**config.mk**
```make
export PLATFORM = sky130hd
export DESIGN_NAME = dibrgba_convert
export DESIGN_NICKNAME = d
export VERILOG_FILES = /design/src/rtl/core/dibrgba_pkg.sv /design/src/rtl/core/dibrgba_convert.sv
export SDC_FILE = /design/constraint.sdc
export NUM_CORES = 1
export LEC_CHECK = 0
export ABC_AREA = 1
export BUFFER_PORTS_ARGS = -buffer_cell sky130_fd_sc_hd__buf_2
export CORE_UTILIZATION = 34
export DETAILED_ROUTE_END_ITERATION = 8
export PLACE_DENSITY = 0.9
export SYNTH_ARGS = -nofsm -noshare
export SYNTH_HDL_FRONTEND = slang
export SYNTH_SLANG_ARGS = --single-unit
```
**constraint.sdc**
```tcl
create_clock -name vclk -period 1.97
set_clock_uncertainty 0.1 [all_clocks]
set_input_delay 0.197 -clock vclk [all_inputs]
set_output_delay 0.197 -clock vclk [all_outputs]
set_load 0.02 [all_outputs]
```
**src/rtl/core/dibrgba_pkg.sv**
```systemverilog
// Shared types and constants for the icon pixel to RGBA converter.
// Used by the palette, the conversion stage and the top level; depends on nothing.
package dibrgba_pkg;

   localparam int PALETTE_DEPTH = 256;
   localparam int PAL_AW = $clog2(PALETTE_DEPTH);

   localparam logic [5:0] BPP_4 = 6'd4;
   localparam logic [5:0] BPP_8 = 6'd8;
   localparam logic [5:0] BPP_24 = 6'd24;
   localparam logic [5:0] BPP_32 = 6'd32;
   localparam logic [5:0] BPP_RESET = BPP_32;

   localparam logic ACTION_PALETTE = 1'b0;
   localparam logic ACTION_PIXEL = 1'b1;

   localparam logic [7:0] ALPHA_OPAQUE = 8'd255;
   localparam logic [7:0] ALPHA_CLEAR = 8'd0;

   typedef logic [23:0] colour_type;

   typedef struct packed {
      logic we;
      logic [PAL_AW-1:0] waddr;
      colour_type wdata;
      logic re;
      logic [PAL_AW-1:0] raddr;
   } pal_req_type;

   typedef struct packed {
      logic [7:0] red;
      logic [7:0] green;
      logic [7:0] blue;
      logic [7:0] alpha;
      logic unsupported;
   } pixel_type;

endpackage

```
**src/rtl/core/dibrgba_convert.sv**
```systemverilog
// Depth-dependent conversion of one staged pixel into RGBA and the error flag.
// Depends on dibrgba_pkg for depth codes and the pixel structure.
module dibrgba_convert (
   input logic [5:0] bpp,
   input logic [31:0] raw_value,
   input logic mask_bit,
   input logic pal_hit,
   input dibrgba_pkg::colour_type pal_colour,
   output dibrgba_pkg::pixel_type pixel
);

   dibrgba_pkg::colour_type colour;
   logic [7:0] alpha;
   logic bad;

   always_comb begin
      colour = '0;
      alpha = dibrgba_pkg::ALPHA_OPAQUE;
      bad = 1'b0;
      unique case (bpp) inside
         dibrgba_pkg::BPP_32: begin
            colour = raw_value[23:0];
            alpha = raw_value[31:24];
         end
         dibrgba_pkg::BPP_24: begin
            colour = raw_value[23:0];
         end
         dibrgba_pkg::BPP_8, dibrgba_pkg::BPP_4: begin
            colour = pal_hit ? pal_colour : '0;
         end
         default: begin
            bad = 1'b1;
            alpha = dibrgba_pkg::ALPHA_CLEAR;
         end
      endcase
      if (mask_bit && (bpp != dibrgba_pkg::BPP_32)) begin
         alpha = dibrgba_pkg::ALPHA_CLEAR;
      end
      pixel.red = colour[23:16];
      pixel.green = colour[15:8];
      pixel.blue = colour[7:0];
      pixel.alpha = alpha;
      pixel.unsupported = bad;
   end

endmodule

```
==> results.txt <==
status - completed
crit start category - primary input
die area - 2100 µm²
Placed Area - 1110 µm²
setup TNS - 0 ns
min Tclk post-route - 1.61 ns
final slew viol count - 0
Syn Area/Cell - 5.34 µm²
synth cell count leaders - 59 x nand2_1, 32 x nand4_1, 7 x nand2_2, 5 x buf_2
Syn Inst Count - 122
Switch Pwr - 87.5 µW
number of remaining DRC errors - 0
Hold Crit Class - in2out
GRT Util Overall - 20.0%
number of global-route vias before repair - 828
I/O Buffers - 97
row cnt - 15
share of layout cells above drive strength 1 - 54.7%
sw frac - 56.9%
per-cell routed wire length - 9.62 µm
CP Buf/Inv Count - 3
Worst EP required - 1.67 ns
pin count of the biggest net entering global routing - 27
most common cell in the netlist - nand2_1
CLK BUF - 0
sequential share of power - 0%
I/O pin count - 97
Initial Util - 37.0%
Post-CTS Hold Buffers - 0
Iteration-0 DRC Markers - 12
Setup crit start - bpp[2]
Peak VDD IR - 0.0860 mV
Met1 Routed Length - 936 µm
Net count, final - 278
first-pass GRT wire length - 3330 µm
postcts setup bufs - 0
Clk pwr share - 0%
post-route cell area - 1110 µm²
Ys Warns - 0
Non-Filler Instances - 237
RSZ-0062 raised after global routing - false
FMAX - 0.620 GHz
max_cap viols - 0
cell area power density - 138 nW/µm²
crit share post-route - 81.9%
met2 WL - 1090 µm
Mapped Area - 652 µm²
post-synth cell types - 16
post-synth top area share - 34.0%
CP max stage delay - 0.35 ns
Reg area - 0 µm²
Worst Path Arrival - 1.32 ns
CP delay by family, top - simple AND/OR/NAND/NOR gates
CP endpoint - pixel[1]
highest metal used - met4
Synth area leaders - nand2_1 34%, nand4_1 31%, nor2_4 6.9%
crit path cell chain - buf_2 > inv_1 > nand2_2 > nand2_2 > nand2_1 > nand2_1 > nand2_2 > nand2_1 > buf_2
first-pass detailed-route iteration total - 4
CP Capture Type - output port
P_int - 66.4 µW
syn_nets - 186
vias - 1,115
critical path class - in2out
sequential cell count - 0
P&R area growth vs syn - 70.6%
critical path's slowest cell - nand2_2
Pleak - 0.782 nW
final HPWL from detailed placement - 1820 µm
Setup violations, final - 0
sequential cell area fraction in the yosys report - 0%
initial antenna violation count - 0
largest area contributor in the netlist - nand2_1
Final Hold Vio Count - 0
Inst Count DP - 237
Gate power share - 100.0%
core box area - 1760 µm²
CP Depth - 9
post_cts resized - 0
DR WL met3 - 231 µm
n_diodes - 0
Vias/cell - 4.70
# fillers - 183
RePlAce Congestion - 0.691
die height - 45.8 µm
Worst slew margin - 70.0%
gr ovfl total - 0
WL final - 2280 µm
post-route antenna net violation count - 0
Worst-Margin Slew - 0.448 ns
Die W - 45.8 µm
crit path max fanout - 26
layout by cell type (no fill, tap or decap), drive strengths merged:
cell type	Yosys	final
nand2	67	67
inv	6	6
nand3	1	1
nor2	6	6
a21oi	1	1
buf	8	99
nand4	32	32
layout make-up:
cell class	instances	area, µm²	area share, %
timing repair buffer	99	500	45.0
inverter	6	22.5	2.02
tap	25	31.3	2.81
multi-input combinational	107	558	50.2
power groups by stage:
stage          sequential [mW]  clock, mW  combinational (mW)
2_1_floorplan                0          0              0.0745
5_1_grt                      0          0               0.171
3_3_place_gp                 0          0               0.153
4_1_cts                      0          0               0.155
6_report                     0          0               0.154
3_5_place_dp                 0          0               0.154
stage by stage:
| stage | total power [mW] | setup slack (ns) | utilization [%] | hold slack, ns |
|---|---|---|---|---|
| 6_report | 0.154 | 0.357 | 63.0 | 0.598 |
| 5_1_grt | 0.171 | 0.213 | 63.0 | 0.624 |
| 4_1_cts | 0.155 | 0.368 | 63.0 | 0.599 |
| 3_5_place_dp | 0.154 | 0.368 | 63.0 | 0.598 |
| 3_3_place_gp | 0.153 | 0.395 | 63.0 | 0.596 |
| 2_1_floorplan | 0.0745 | 0.739 | - | 0.456 |
logic make-up (layout without fill, tap and decap cells):
kind of cell           count (synthesis)  in the layout  share of synthesized area (%)
AO/OA/AOI/OAI                          1              1                           1.34
buffers and inverters                 15            105                           14.4
AND/OR/NAND/NOR                      106            106                           84.3
metal layers:
| metal | vias to the layer above | global-route usage [%] |
|---|---|---|
| li1 | 600 | - |
| met1 | 457 | 27.5 |
| met2 | 56 | 35.7 |
| met3 | 2 | 0.794 |
| met4 | 0 | 1.76 |
| met5 | - | 0 |
how the worst min path moves through the flow:
stage / startpoint / endpoint / slack, ns / depth (start not counted)
2_1_floorplan: raw_value[3] / pixel[12] / 0.46 / 2
3_3_place_gp: raw_value[6] / pixel[15] / 0.60 / 4
3_5_place_dp: raw_value[6] / pixel[15] / 0.60 / 4
4_1_cts: raw_value[6] / pixel[15] / 0.60 / 4
5_1_grt: raw_value[3] / pixel[12] / 0.62 / 4
6_report: raw_value[20] / pixel[29] / 0.60 / 4
worst min-delay path, delay by kind of cell:
family,cells,cell delay (ns)
AND/OR/NAND/NOR,2,0.08
buffers and inverters,2,0.22
No activity file was read; power rests on OpenSTA's default activity.
